--- src/swec_pkg.sv ---
// Package for the sliding window event counter.
// Sizes, register indexes, input kind codes, cell and controller types.
// No dependencies.
package swec_pkg;

    localparam int NUM_BUCKETS = 16;
    localparam int TIME_BITS   = 48;
    localparam int HIT_BITS    = 16;
    localparam int BW_BITS     = 32;
    localparam int TOTAL_BITS  = 24;

    localparam int IDX_W   = $clog2(NUM_BUCKETS);
    localparam int USED_W  = $clog2(NUM_BUCKETS + 1);
    localparam int DCNT_W  = $clog2(TIME_BITS + 1);
    localparam int SUM_W   = ((TOTAL_BITS > HIT_BITS) ? TOTAL_BITS : HIT_BITS) + 1;
    localparam int CFG_IDX_W  = 1;
    localparam int CFG_DATA_W = (TIME_BITS > BW_BITS) ? TIME_BITS : BW_BITS;

    localparam logic [CFG_IDX_W-1:0] CFG_WINDOW_LENGTH = 1'b0;
    localparam logic [CFG_IDX_W-1:0] CFG_BUCKET_WIDTH  = 1'b1;

    localparam logic [TIME_BITS-1:0] WINDOW_RESET = TIME_BITS'(64'd1000000000);
    localparam logic [TOTAL_BITS-1:0] TOTAL_MAX   = {TOTAL_BITS{1'b1}};
    localparam logic [HIT_BITS-1:0]   HITS_MAX    = {HIT_BITS{1'b1}};

    localparam logic KIND_EVENT = 1'b0;
    localparam logic KIND_QUERY = 1'b1;

    typedef enum logic [1:0] {
        CELL_HOLD,
        CELL_SHIFT,
        CELL_BUMP
    } t_cell_op;

    typedef enum logic [2:0] {
        S_IDLE,
        S_DIV,
        S_APPLY,
        S_WALK,
        S_OUT
    } t_state;

endpackage

--- src/swec_if.sv ---
// Valid/ready channel interfaces for input and result words.
// Depends on swec_pkg.
interface swec_in_if;
    logic                          valid;
    logic                          ready;
    logic                          kind;
    logic [swec_pkg::TIME_BITS-1:0] now;

    modport source (output valid, output kind, output now, input ready);
    modport sink   (input valid, input kind, input now, output ready);
endinterface

interface swec_out_if;
    logic                            valid;
    logic                            ready;
    logic [swec_pkg::TOTAL_BITS-1:0] event_total;
    logic [swec_pkg::USED_W-1:0]     buckets_used;
    logic                            overflowed;

    modport source (output valid, output event_total, output buckets_used,
                    output overflowed, input ready);
    modport sink   (input valid, input event_total, input buckets_used,
                    input overflowed, output ready);
endinterface

--- src/swec_div.sv ---
// Restoring remainder unit, one dividend bit per cycle.
// Gives now mod bucket_width for the rounding step. Depends on swec_pkg.
module swec_div (
    input  logic                           i_clk,
    input  logic                           i_rst_n,
    input  logic                           i_start,
    input  logic [swec_pkg::TIME_BITS-1:0] i_dividend,
    input  logic [swec_pkg::BW_BITS-1:0]   i_divisor,
    output logic                           o_done,
    output logic [swec_pkg::BW_BITS-1:0]   o_rem
);
    logic [swec_pkg::BW_BITS-1:0]   r_rem, n_rem;
    logic [swec_pkg::TIME_BITS-1:0] r_dq;
    logic [swec_pkg::BW_BITS-1:0]   r_dvs;
    logic [swec_pkg::DCNT_W-1:0]    r_cnt;
    logic                           r_busy;
    logic                           r_done;
    logic [swec_pkg::BW_BITS:0]     w_sh;

    always_comb begin
        w_sh = {r_rem, r_dq[swec_pkg::TIME_BITS-1]};
        if (w_sh >= {1'b0, r_dvs}) begin
            n_rem = swec_pkg::BW_BITS'(w_sh - {1'b0, r_dvs});
        end else begin
            n_rem = w_sh[swec_pkg::BW_BITS-1:0];
        end
    end

    always_ff @(posedge i_clk) begin
        if (!i_rst_n) begin
            r_busy <= 1'b0;
            r_done <= 1'b0;
            r_cnt  <= '0;
        end else begin
            r_done <= 1'b0;
            if (i_start) begin
                r_busy <= 1'b1;
                r_cnt  <= swec_pkg::DCNT_W'(swec_pkg::TIME_BITS);
            end else if (r_busy) begin
                r_cnt <= r_cnt - 1'b1;
                if (r_cnt == swec_pkg::DCNT_W'(1)) begin
                    r_busy <= 1'b0;
                    r_done <= 1'b1;
                end
            end
        end
    end

    always_ff @(posedge i_clk) begin
        if (i_start) begin
            r_rem <= '0;
            r_dq  <= i_dividend;
            r_dvs <= i_divisor;
        end else if (r_busy) begin
            r_rem <= n_rem;
            r_dq  <= {r_dq[swec_pkg::TIME_BITS-2:0], 1'b0};
        end
    end

    assign o_done = r_done;
    assign o_rem  = r_rem;
endmodule

--- src/swec_cell.sv ---
// One bucket cell of the chain: bucket time and saturating hit count.
// Takes its neighbour's bucket on shift. Depends on swec_pkg.
module swec_cell (
    input  logic                           i_clk,
    input  swec_pkg::t_cell_op             i_op,
    input  logic [swec_pkg::TIME_BITS-1:0] i_time,
    input  logic [swec_pkg::HIT_BITS-1:0]  i_hits,
    output logic [swec_pkg::TIME_BITS-1:0] o_time,
    output logic [swec_pkg::HIT_BITS-1:0]  o_hits
);
    logic [swec_pkg::TIME_BITS-1:0] r_time, n_time;
    logic [swec_pkg::HIT_BITS-1:0]  r_hits, n_hits;

    always_comb begin
        n_time = r_time;
        n_hits = r_hits;
        case (i_op)
            swec_pkg::CELL_SHIFT: begin
                n_time = i_time;
                n_hits = i_hits;
            end
            swec_pkg::CELL_BUMP: begin
                if (r_hits != swec_pkg::HITS_MAX) begin
                    n_hits = r_hits + 1'b1;
                end
            end
            default: begin
            end
        endcase
    end

    always_ff @(posedge i_clk) begin
        r_time <= n_time;
        r_hits <= n_hits;
    end

    assign o_time = r_time;
    assign o_hits = r_hits;
endmodule

--- src/sliding_window_event_counter.sv ---
// Sliding window event counter: a chain of bucket cells, newest bucket in
// cell 0, oldest at cell buckets_used-1, run by a small controller. An event
// word with a non-zero bucket_width is first rounded down to a bucket start
// by the one-bit-per-cycle remainder unit. On a query word the chain turns
// once round, oldest bucket first past the purge and sum logic, and is back
// in place at the end. A result is held in an output register until taken;
// the next word is accepted meanwhile. Words are taken one at a time, on the
// input channel only when the controller is idle. Configuration may be
// written while idle. Depends on swec_pkg, swec_if, swec_div and swec_cell.
module sliding_window_event_counter (
    input  logic                                 i_clk,
    input  logic                                 i_rst_n,
    input  logic                                 i_cfg_we,
    input  logic [swec_pkg::CFG_IDX_W-1:0]       i_cfg_idx,
    input  logic [swec_pkg::CFG_DATA_W-1:0]      i_cfg_data,
    swec_in_if.sink                              i_in,
    swec_out_if.source                           o_out
);
    localparam int N  = swec_pkg::NUM_BUCKETS;
    localparam int TB = swec_pkg::TIME_BITS;
    localparam int HB = swec_pkg::HIT_BITS;

    swec_pkg::t_state r_state, n_state;

    logic [TB-1:0]                   r_wl;
    logic [swec_pkg::BW_BITS-1:0]    r_bw;
    logic                            r_kind;
    logic [TB-1:0]                   r_now;
    logic [TB-1:0]                   r_t;
    logic [TB-1:0]                   r_begin;
    logic                            r_purging;
    logic [swec_pkg::USED_W-1:0]     r_used;
    logic [swec_pkg::USED_W-1:0]     r_kept, n_kept;
    logic [swec_pkg::TOTAL_BITS-1:0] r_sum, n_sum;
    logic                            n_purging;
    logic [swec_pkg::IDX_W-1:0]      r_step;
    logic                            r_ovf;
    logic                            r_out_valid;
    logic [swec_pkg::TOTAL_BITS-1:0] r_out_total;
    logic [swec_pkg::USED_W-1:0]     r_out_used;
    logic                            r_out_ovf;

    logic                            w_in_ready;
    logic                            w_in_fire;
    logic                            w_out_free;
    logic                            w_load_out;
    logic                            w_last_step;
    logic                            w_bump;
    swec_pkg::t_cell_op              w_op;
    logic                            w_div_start;
    logic                            w_div_done;
    logic [swec_pkg::BW_BITS-1:0]    w_rem;
    logic [TB+swec_pkg::BW_BITS-1:0] w_round;
    logic [TB-1:0]                   w_feed_time;
    logic [HB-1:0]                   w_feed_hits;
    logic [swec_pkg::IDX_W-1:0]      w_idx;
    logic                            w_entry_ok;
    logic [swec_pkg::SUM_W-1:0]      w_sum_wide;

    logic [TB-1:0] w_time [N];
    logic [HB-1:0] w_hits [N];

    // ---------------- cell chain
    genvar g;
    generate
        for (g = 0; g < N; g++) begin : g_cell
            if (g == 0) begin : g_head
                swec_cell u_cell (
                    .i_clk  (i_clk),
                    .i_op   (w_op),
                    .i_time (w_feed_time),
                    .i_hits (w_feed_hits),
                    .o_time (w_time[g]),
                    .o_hits (w_hits[g])
                );
            end else begin : g_body
                swec_cell u_cell (
                    .i_clk  (i_clk),
                    .i_op   ((w_op == swec_pkg::CELL_BUMP) ? swec_pkg::CELL_HOLD : w_op),
                    .i_time (w_time[g-1]),
                    .i_hits (w_hits[g-1]),
                    .o_time (w_time[g]),
                    .o_hits (w_hits[g])
                );
            end
        end
    endgenerate

    // new bucket enters at the head on an event, the tail wraps round on a walk
    assign w_feed_time = (r_state == swec_pkg::S_WALK) ? w_time[N-1] : r_t;
    assign w_feed_hits = (r_state == swec_pkg::S_WALK) ? w_hits[N-1] : HB'(1);

    // ---------------- remainder unit
    // started on the accepting edge, so it takes the time straight off the channel
    swec_div u_div (
        .i_clk      (i_clk),
        .i_rst_n    (i_rst_n),
        .i_start    (w_div_start),
        .i_dividend (i_in.now),
        .i_divisor  (r_bw),
        .o_done     (w_div_done),
        .o_rem      (w_rem)
    );

    assign w_round = {{swec_pkg::BW_BITS{1'b0}}, r_now} - {{TB{1'b0}}, w_rem};

    // ---------------- walk datapath
    assign w_idx       = swec_pkg::IDX_W'(N - 1) - r_step;
    assign w_entry_ok  = (swec_pkg::USED_W'(w_idx) < r_used);
    assign w_last_step = (r_step == swec_pkg::IDX_W'(N - 1));
    assign w_sum_wide  = swec_pkg::SUM_W'(r_sum) + swec_pkg::SUM_W'(w_hits[N-1]);

    always_comb begin
        n_kept    = r_kept;
        n_sum     = r_sum;
        n_purging = r_purging;
        if (w_entry_ok) begin
            if (r_purging && (w_time[N-1] < r_begin)) begin
                n_kept = r_kept;
            end else begin
                n_purging = 1'b0;
                n_kept    = r_kept + 1'b1;
                if (w_sum_wide > swec_pkg::SUM_W'(swec_pkg::TOTAL_MAX)) begin
                    n_sum = swec_pkg::TOTAL_MAX;
                end else begin
                    n_sum = w_sum_wide[swec_pkg::TOTAL_BITS-1:0];
                end
            end
        end
    end

    assign w_bump     = (r_used != '0) && (w_time[0] == r_t);
    assign w_out_free = !r_out_valid || o_out.ready;
    assign w_in_fire  = i_in.valid && w_in_ready;

    // ---------------- controller: next state
    always_comb begin
        n_state = r_state;
        case (r_state)
            swec_pkg::S_IDLE: begin
                if (w_in_fire) begin
                    if (i_in.kind == swec_pkg::KIND_QUERY) begin
                        n_state = swec_pkg::S_WALK;
                    end else if (r_bw == '0) begin
                        n_state = swec_pkg::S_APPLY;
                    end else begin
                        n_state = swec_pkg::S_DIV;
                    end
                end
            end
            swec_pkg::S_DIV: begin
                if (w_div_done) begin
                    n_state = swec_pkg::S_APPLY;
                end
            end
            swec_pkg::S_APPLY: begin
                n_state = swec_pkg::S_IDLE;
            end
            swec_pkg::S_WALK: begin
                if (w_last_step) begin
                    n_state = swec_pkg::S_OUT;
                end
            end
            swec_pkg::S_OUT: begin
                if (w_out_free) begin
                    n_state = swec_pkg::S_IDLE;
                end
            end
            default: begin
                n_state = swec_pkg::S_IDLE;
            end
        endcase
    end

    // ---------------- controller: outputs
    always_comb begin
        w_in_ready  = 1'b0;
        w_div_start = 1'b0;
        w_op        = swec_pkg::CELL_HOLD;
        w_load_out  = 1'b0;
        case (r_state)
            swec_pkg::S_IDLE: begin
                w_in_ready  = 1'b1;
                w_div_start = i_in.valid && (i_in.kind == swec_pkg::KIND_EVENT)
                              && (r_bw != '0);
            end
            swec_pkg::S_APPLY: begin
                w_op = w_bump ? swec_pkg::CELL_BUMP : swec_pkg::CELL_SHIFT;
            end
            swec_pkg::S_WALK: begin
                w_op = swec_pkg::CELL_SHIFT;
            end
            swec_pkg::S_OUT: begin
                w_load_out = w_out_free;
            end
            default: begin
            end
        endcase
    end

    // ---------------- control registers
    always_ff @(posedge i_clk) begin
        if (!i_rst_n) begin
            r_state     <= swec_pkg::S_IDLE;
            r_wl        <= swec_pkg::WINDOW_RESET;
            r_bw        <= '0;
            r_used      <= '0;
            r_ovf       <= 1'b0;
            r_out_valid <= 1'b0;
        end else begin
            r_state <= n_state;
            if (i_cfg_we) begin
                case (i_cfg_idx)
                    swec_pkg::CFG_WINDOW_LENGTH: r_wl <= i_cfg_data[TB-1:0];
                    swec_pkg::CFG_BUCKET_WIDTH:  r_bw <= i_cfg_data[swec_pkg::BW_BITS-1:0];
                    default: begin
                    end
                endcase
            end
            if ((r_state == swec_pkg::S_APPLY) && !w_bump) begin
                if (r_used == swec_pkg::USED_W'(N)) begin
                    r_ovf <= 1'b1;
                end else begin
                    r_used <= r_used + 1'b1;
                end
            end
            if ((r_state == swec_pkg::S_WALK) && w_last_step) begin
                r_used <= n_kept;
            end
            if (w_load_out) begin
                r_out_valid <= 1'b1;
            end else if (o_out.ready) begin
                r_out_valid <= 1'b0;
            end
        end
    end

    // ---------------- payload registers
    always_ff @(posedge i_clk) begin
        if (w_in_fire) begin
            r_kind    <= i_in.kind;
            r_now     <= i_in.now;
            r_t       <= i_in.now;
            r_begin   <= i_in.now - r_wl;
            r_purging <= (i_in.now >= r_wl);
            r_step    <= '0;
            r_kept    <= '0;
            r_sum     <= '0;
        end
        if ((r_state == swec_pkg::S_DIV) && w_div_done) begin
            r_t <= w_round[TB-1:0];
        end
        if (r_state == swec_pkg::S_WALK) begin
            r_step    <= r_step + 1'b1;
            r_kept    <= n_kept;
            r_sum     <= n_sum;
            r_purging <= n_purging;
        end
        if (w_load_out) begin
            r_out_total <= r_sum;
            r_out_used  <= r_used;
            r_out_ovf   <= r_ovf;
        end
    end

    assign i_in.ready         = w_in_ready;
    assign o_out.valid        = r_out_valid;
    assign o_out.event_total  = r_out_total;
    assign o_out.buckets_used = r_out_used;
    assign o_out.overflowed   = r_out_ovf;

    // ---------------- checks
    a_used_range: assert property (@(posedge i_clk) disable iff (!i_rst_n)
        r_used <= swec_pkg::USED_W'(N))
        else $error("bucket count beyond chain length");

    a_ovf_sticky: assert property (@(posedge i_clk) disable iff (!i_rst_n)
        r_ovf |=> r_ovf)
        else $error("overflow flag cleared");

    a_query_walks: assert property (@(posedge i_clk) disable iff (!i_rst_n)
        (w_in_fire && (i_in.kind == swec_pkg::KIND_QUERY)) |=>
            (r_state == swec_pkg::S_WALK))
        else $error("query word did not start a walk");

    a_apply_step: assert property (@(posedge i_clk) disable iff (!i_rst_n)
        (r_state == swec_pkg::S_APPLY) |=>
            ((r_used == $past(r_used)) || (r_used == $past(r_used) + 1'b1)))
        else $error("event changed bucket count by more than one");

    a_kept_bound: assert property (@(posedge i_clk) disable iff (!i_rst_n)
        (r_state == swec_pkg::S_WALK) |-> (r_kept <= r_used))
        else $error("walk kept more buckets than held");

    a_kind_kept: assert property (@(posedge i_clk) disable iff (!i_rst_n)
        (r_state == swec_pkg::S_DIV) |-> (r_kind == swec_pkg::KIND_EVENT))
        else $error("rounding started for a query word");
endmodule
--- src/flat_wrapper.sv ---
// flat-port wrapper written by rule: the top's interface ports become plain ports
module sliding_window_event_counter_flat 
  (i_clk, i_rst_n, i_cfg_we, i_cfg_idx, i_cfg_data, i_in_valid, i_in_kind, i_in_now, i_in_ready, o_out_valid, o_out_event_total, o_out_buckets_used, o_out_overflowed, o_out_ready);
  swec_in_if i_in_i ();
  swec_out_if o_out_i ();
  input  logic i_clk;
  input  logic i_rst_n;
  input  logic i_cfg_we;
  input  logic [swec_pkg::CFG_IDX_W-1:0] i_cfg_idx;
  input  logic [swec_pkg::CFG_DATA_W-1:0] i_cfg_data;
  input wire logic [$bits(i_in_i.valid)-1:0] i_in_valid;
  input wire logic [$bits(i_in_i.kind)-1:0] i_in_kind;
  input wire logic [$bits(i_in_i.now)-1:0] i_in_now;
  output wire logic [$bits(i_in_i.ready)-1:0] i_in_ready;
  output wire logic [$bits(o_out_i.valid)-1:0] o_out_valid;
  output wire logic [$bits(o_out_i.event_total)-1:0] o_out_event_total;
  output wire logic [$bits(o_out_i.buckets_used)-1:0] o_out_buckets_used;
  output wire logic [$bits(o_out_i.overflowed)-1:0] o_out_overflowed;
  input wire logic [$bits(o_out_i.ready)-1:0] o_out_ready;
  assign i_in_i.valid = i_in_valid;
  assign i_in_i.kind = i_in_kind;
  assign i_in_i.now = i_in_now;
  assign i_in_ready = i_in_i.ready;
  assign o_out_valid = o_out_i.valid;
  assign o_out_event_total = o_out_i.event_total;
  assign o_out_buckets_used = o_out_i.buckets_used;
  assign o_out_overflowed = o_out_i.overflowed;
  assign o_out_i.ready = o_out_ready;
  sliding_window_event_counter u_core (.i_clk(i_clk), .i_rst_n(i_rst_n), .i_cfg_we(i_cfg_we), .i_cfg_idx(i_cfg_idx), .i_cfg_data(i_cfg_data), .i_in(i_in_i), .o_out(o_out_i));
endmodule
--- config.mk ---
export PLATFORM = sky130hd
export DESIGN_NAME = sliding_window_event_counter_flat
export DESIGN_NICKNAME = d
export VERILOG_FILES = /design/src/swec_pkg.sv /design/src/swec_if.sv /design/src/swec_div.sv /design/src/swec_cell.sv /design/src/sliding_window_event_counter.sv /design/src/flat_wrapper.sv
export SDC_FILE = /design/constraint.sdc
export NUM_CORES = 2
export LEC_CHECK = 0
export BUFFER_PORTS_ARGS = -buffer_cell sky130_fd_sc_hd__buf_2
export CORE_UTILIZATION = 50
export DETAILED_ROUTE_END_ITERATION = 16
export GPL_TIMING_DRIVEN = 0
export PLACE_DENSITY = 0.78
export SYNTH_ARGS = -nofsm -noshare
export SYNTH_HDL_FRONTEND = slang
export SYNTH_SLANG_ARGS = --single-unit
--- constraint.sdc ---
create_clock -name i_clk -period 10.8 [get_ports i_clk]
set_clock_uncertainty 0.2 [all_clocks]
set_input_delay 1.62 -clock i_clk [delete_from_list [all_inputs] [get_ports i_clk]]
set_output_delay 1.62 -clock i_clk [all_outputs]
set_load 0.1 [all_outputs]
# After elaboration in Yosys (flattened, before gate mapping)
# Index checks and enable logic that the tools add are counted.
[word_totals]
ff_bits = 1442
input_bits = 103
out_inout_bits = 32
elab_cells = 264
[op_classes]
addsub = 25
n_lt_le_gt_ge = 5
n_eq_ne = 51
muxes = 78
n_bitwise = 4
reduce_logical = 46
[ops]
columns = ["cell", "n"]
rows = [
  ["one-hot mux 16 bit (2 select lines)", 16],
  ["2-to-1 mux 16 bit", 17],
  ["adder 16 x 1 -> 16 bit, second input constant", 16],
  ["inequality test 16 bit, second input constant", 16],
  ["2-to-1 mux 48 bit", 5],
  ["2-to-1 mux 24 bit", 5],
  ["== test 48 bit", 1],
  [">= comparator 48 bit", 1],
  ["less-than comparator 48 bit", 1],
  ["subtractor 48 x 32 -> 48 bit", 1],
  ["subtractor 48 bit", 1],
  ["AND reduction 2 bit", 20],
  ["2-to-1 mux 5 bit", 7],
  [">= comparator 33 x 32 -> 1 bit", 1],
  ["zero test 32 bit", 1],
  ["2-to-1 mux 32 bit", 1],
  ["nonzero test 32 bit", 1],
  ["subtractor 32 bit", 1],
  ["inequality test 2 x 1 -> 1 bit, second input constant", 13],
  ["adder 24 x 16 -> 25 bit", 1],
  ["> comparator 25 x 24 -> 1 bit, second input constant", 1],
  ["inequality test 2 bit, second input constant", 10],
  ["2-to-1 mux 3 bit", 5],
  ["nonzero test 2 bit", 7],
  ["29 further kinds", 60],
]

# Depth between registers and ports, before layout
[logic_depth]
depth_word = 9
depth_mapped = 15
ltp_nobuf = 13

# Cells and area by module
# From an unflattened synthesis, not the netlist that was laid out.
[unflattened]
hier_cells = 5052
area_unflattened_um2 = 64314.2
[modules_own_cells]
columns = ["module", "n_inst", "cells_each", "area_each_um2", "seq_area_each_um2"]
rows = [
  ["swec_cell", 16, 145, 2418.6, 1921.8],
  ["sliding_window_event_counter", 1, 2126, 18964.4, 8047.7],
  ["swec_div", 1, 606, 6652.6, 3203.1],
]

# Least setup slack after synthesis
# No wires, ideal clock.
[synth_timing]
path_type = "register to register"
from = "register u_core.r_used[0] (netlist bit)"
to = "register u_core.g_cell[10].g_body.u_cell.r_time, in the netlist u_core.g_cell[10].g_body.u_cell.o_time[0] (enable)"
setup_ps = 793
t_arrival_ps = 9727
required_time_ps = 9807
setup_slack_ps = 80
path_stages_with_launch = 8
path_buffers = 0
synth_period_minus_slack_ps = 10720
cell_sequence = "dfxtp_1 inv_1 ha_1 nand2_1 o21ai_0 or4_1 nor2b_1 or2_2"
[synth_via]
elab_chain_len = 7
[synth_lines]
columns = ["element", "line", "text"]
rows = [
  ["start: declaration", "sliding_window_event_counter.sv:32", "logic [swec_pkg::USED_W-1:0] r_used;"],
  ["start signal: assignment", "sliding_window_event_counter.sv:224", "r_used <= r_used + 1'b1;"],
  ["start signal: assignment", "sliding_window_event_counter.sv:228", "r_used <= n_kept;"],
  ["nonzero test 5 bit *", "sliding_window_event_counter.sv:132", "assign w_bump = (r_used != '0) && (w_time[0] == r_t);"],
  ["logical AND 1 bit *", "sliding_window_event_counter.sv:132", ""],
  ["2-to-1 mux 2 bit *", "sliding_window_event_counter.sv:188", "w_op = w_bump ? swec_pkg::CELL_BUMP : swec_pkg::CELL_SHIFT;"],
  ["one-hot mux 2 bit (2 select lines) *", "sliding_window_event_counter.sv:181", "case (r_state)"],
  ["== test 2 bit", "sliding_window_event_counter.sv:79", ".i_op ((w_op == swec_pkg::CELL_BUMP) ? swec_pkg::CELL_HOLD : w_op),"],
  ["2-to-1 mux 2 bit *", "sliding_window_event_counter.sv:79", ""],
  ["== test 2 x 1 -> 1 bit *", "swec_cell.sv:17", "case (i_op)"],
  ["end signal: assignment", "swec_cell.sv:33", "r_time <= n_time;"],
  ["end: declaration", "swec_cell.sv:11", "logic [swec_pkg::TIME_BITS-1:0] r_time, n_time;"],
]
# Mark *: on every way between the ends. The rest lies on a longest branch, timed or not.
# A chain may end at the register's enable or synchronous reset.

# Worst setup path in the final report
[layout_timing]
from = "register u_core.r_t[26]"
to = "register u_core.g_cell[14].g_body.u_cell.r_time, in the netlist u_core.g_cell[14].g_body.u_cell.o_time[5] (enable)"
[layout_via]
elab_chain_len = 7
[layout_lines]
columns = ["element", "line", "text"]
rows = [
  ["start: declaration", "sliding_window_event_counter.sv:29", "logic [TB-1:0] r_t;"],
  ["start signal: assignment", "sliding_window_event_counter.sv:243", "r_t <= i_in.now;"],
  ["start signal: assignment", "sliding_window_event_counter.sv:251", "r_t <= w_round[TB-1:0];"],
  ["== test 48 bit *", "sliding_window_event_counter.sv:132", ""],
  ["logical AND 1 bit *", "sliding_window_event_counter.sv:132", ""],
  ["2-to-1 mux 2 bit *", "sliding_window_event_counter.sv:188", ""],
  ["one-hot mux 2 bit (2 select lines) *", "sliding_window_event_counter.sv:181", ""],
  ["== test 2 bit", "sliding_window_event_counter.sv:79", ""],
  ["2-to-1 mux 2 bit *", "sliding_window_event_counter.sv:79", ""],
  ["== test 2 x 1 -> 1 bit *", "swec_cell.sv:17", ""],
  ["end signal: assignment", "swec_cell.sv:33", ""],
  ["end: declaration", "swec_cell.sv:11", ""],
]
# Marked as above.

==> metrics.cfg <==
[worst_setup_path]
critical_path.top_delay_family = simple AND/OR/NAND/NOR gates
endpoint_kind = flip-flop
slowest_stage = nor2b_1
cpMostUsedCell = buf_16
r2r_start = u_core.r_t[26]$_DFFE_PP_
rr_worst_depth = 12
r2r_end = u_core.g_cell[14].g_body.u_cell.o_time[5]$_DFFE_PN_
reg2reg_slack_ns = 5.18
critPathMaxStageDelay_ns = 0.72
cp.buffers_inverters = 6
cp.required_ns = 11.02
path_cells = xor2_1 -> nor4_1 -> nand4_1 -> or4_1 -> nor2b_1 -> or2_4 -> buf_16 -> buf_16 -> buf_16 -> buf_16 -> buf_16 -> buf_16
path_class = reg -> reg
arrival_ns = 5.84
start_kind = flip-flop
cp_max_fo = 69

[floorplan]
chipHeight_um = 340.6
start_util = 0.5067
core_mm2 = 0.1131
die_width_um = 340.6
row_count = 123
dieArea_mm2 = 0.1160
io_pins = 135

[min_path]
hold_depth = 0
min_to = u_core.g_cell[7].g_body.u_cell.o_time[11]$_DFFE_PN_
hp-start = u_core.g_cell[6].g_body.u_cell.o_time[11]$_DFFE_PN_
hp-class = reg -> reg

[yosys]
yosysSeqAreaShare = 0.7328
synth.top_cell.area_share = 0.6874
synth_compound_area_frac = 0.07868
synth-adder-area-share = 0.04178
synthDistinctLibCells = 77
synth-edff-count = 1312
muxShareOfSynthArea = 0.01068
ys_top_cells_by_count = edfxtp_1 (1312), nand2_1 (481), clkbuf_1 (346), inv_1 (206), ha_1 (185)
yosysTopAreaCell = edfxtp_1
ys_seq_elements = 1442
syn_area_mm2 = 0.05731
ys_async_sr_fraction = 0
synthXorXnorAreaFrac = 0.03056
synthSimpleGateAreaFrac = 0.06835
synth_top_family_by_area = compound AO/OA/AOI/OAI gates
yosys_warnings = 0
syn_area_per_cell_um2 = 14.32
synth.most_common_cell = edfxtp_1
syn_nets = 4295
syn_inst = 4003
synth-main-ff-cell = edfxtp_1
synth_area_leaders = edfxtp_1 (69%), dfxtp_1 (4.5%), ha_1 (4.0%)

[detailed_routing]
wirelength_um = 125500
first_pass_iters = 6
drtAntennaViolNets = 0
vias_per_cell = 5.432
dr_total_vias = 32080
drc = 0
drt-wirelength-per-cell_um = 21.25
drt_iter0_drc = 2806

[timing]
max_slew.worst_pin.slew_ns = 1.257
final_max_slew_viol_count = 0
hold_viol = 0
slew_headroom = 0.1622
max_freq_ghz = 0.1780
finalCritPeriodShare = 0.5203
rsz0062_at_grt = no
finalSetupViolCount = 0
setup_ws_ns = 5.181
setup_tns_ns = 0
period_needed_ns = 5.619

[global_routing]
grt_usage = 0.2161
grt_pass1_wl_um = 187500
antenna_found_initial = 9
grt_max_degree = 75
grt_pass1_vias = 31500
grt_overflow = 0

[finish]
nets = 4591
area_delta_synth_final_pct = 13.37
final_cells = 5907
fill_cells = 8582
utilization = 0.5744
drive_above_1_share = 0.1022

[flow_run]
cap_viol_max_count = 0

[place]
gp_congestion = 0.9107
dp_slack_ns = 4.995
portBuffers = 134
dp_hpwl_um = 88100
placed_cells = 5657

[clock_network]
numCtsBuffers = 140
cts_setup_buffers = 0
tritoncts = done
holdBufCountCts = 0
clk_pin_slew_ns = 0.07
cts_sinks = 1442
insertion_delay_ns = 0.76
cts_max_level = 4
post_cts_resized = 0
ctsLongestPathBuffers = 3
root_buffer = clkbuf_16

[power]
power_mw = 14.34
p_per_area_mw_per_mm2 = 220.7
peakVddDrop_uv = 149.8
p_leak_nw = 23.20

[status]
outcome = finished, final reports clean

==> worst max path at each step <==
stage               cells past startpoint  slack (ns)                          start                                                   end
global route                           12        5.10       u_core.r_t[26]$_DFFE_PP_    u_core.g_cell[6].g_body.u_cell.o_time[5]$_DFFE_PN_
CTS                                    12        5.24       u_core.r_t[26]$_DFFE_PP_    u_core.g_cell[7].g_body.u_cell.o_time[7]$_DFFE_PN_
global placement                        6       -3.99       u_core.r_t[26]$_DFFE_PP_  u_core.g_cell[15].g_body.u_cell.o_time[14]$_DFFE_PN_
detailed placement                     13        4.99                   i_in_now[11]                        u_core.r_purging$_SDFFCE_PP0P_
floorplan                               7        0.08  u_core.r_used[0]$_SDFFE_PN0P_   u_core.g_cell[10].g_body.u_cell.o_time[0]$_DFFE_PN_
finish                                 12        5.18       u_core.r_t[26]$_DFFE_PP_   u_core.g_cell[14].g_body.u_cell.o_time[5]$_DFFE_PN_
==> flip-flops by register name (all words and copies together) (netlist names), 24 cells and up <==
register,flops
u_core.o_out.event_total,24
u_core.r_sum,24
u_core.g_cell.g_head.u_cell.o_time,48
u_core.r_t,48
u_core.g_cell.g_body.u_cell.o_hits,240
u_core.u_div.o_rem,32
u_core.u_div.r_dq,48
u_core.r_bw,32
u_core.r_begin,48
u_core.g_cell.g_body.u_cell.o_time,720
u_core.u_div.r_dvs,32
u_core.r_wl,48
u_core.r_now,48
==> placed cells by master (no fill, tap or decap), types with 41 or more instances in the layout <==
cell type and count:
buf_2 139, a211oi_1 41, a21o_1 85, a21oi_1 152, ha_1 185, clkbuf_16 141, nand3_1 43, a21boi_0 73
xor2_1 105, edfxtp_1 1312, xnor2_1 95, nor2_1 128, clkbuf_1 371, o21ai_0 150, mux2_2 49, inv_1 205
dfxtp_1 130, nand2_1 480
==> area by class of cell <==
class,instances,area (µm²),share of cell area
Clock inverter,80,943.4,0.01452
Multi-Input combinational cell,2000,13220,0.2034
Clock buffer,168,3640,0.05602
Sequential cell,1442,42000,0.6464
Timing Repair Buffer,154,1164,0.01791
Buffer,355,1355,0.02086
Inverter,206,775.7,0.01194
Antenna cell,2,5.005,0.00007703
Tap cell,1500,1877,0.02889
==> power by group <==
group,total [mW],internal (mW),switching (mW)
Clock,4.86,2.75,2.10
Sequential,7.08,6.80,0.280
Combinational,2.41,0.876,1.53
==> worst register-to-register path, delay by kind of cell (launching register included) <==
family        cells  cell delay [ns]
xor+xnor          1             0.47
buf+inv           6             2.10
flops             1             0.46
simple gates      5             2.07
==> metal layers <==
metal | vias to the layer above | wire length (µm) | GRT usage
met2 | 1116 | 56890 | 0.3342
met3 | 229 | 8225 | 0.03615
met1 | 15760 | 56030 | 0.3088
li1 | 14970 | - | -
met5 | - | 36 | 0
met4 | 6 | 4331 | 0.08053
==> through the flow <==
stage | instance area (µm²) | hold WS (ns)
5_1_grt | 64970 | 0.2037
6_report | 64970 | 0.1993
2_1_floorplan | 57310 | 0.2003
4_1_cts | 64970 | 0.1933
3_5_place_dp | 60390 | 0.2045
3_3_place_gp | 59860 | 0.2003
==> kinds of logic after synthesis <==
group           Yosys count
flops                  1442
mux                      55
simple gates            876
xor+xnor                200
compound gates          680
buf+inv                 561
fa+ha+maj               189
Power figures use the tool's default switching activity.
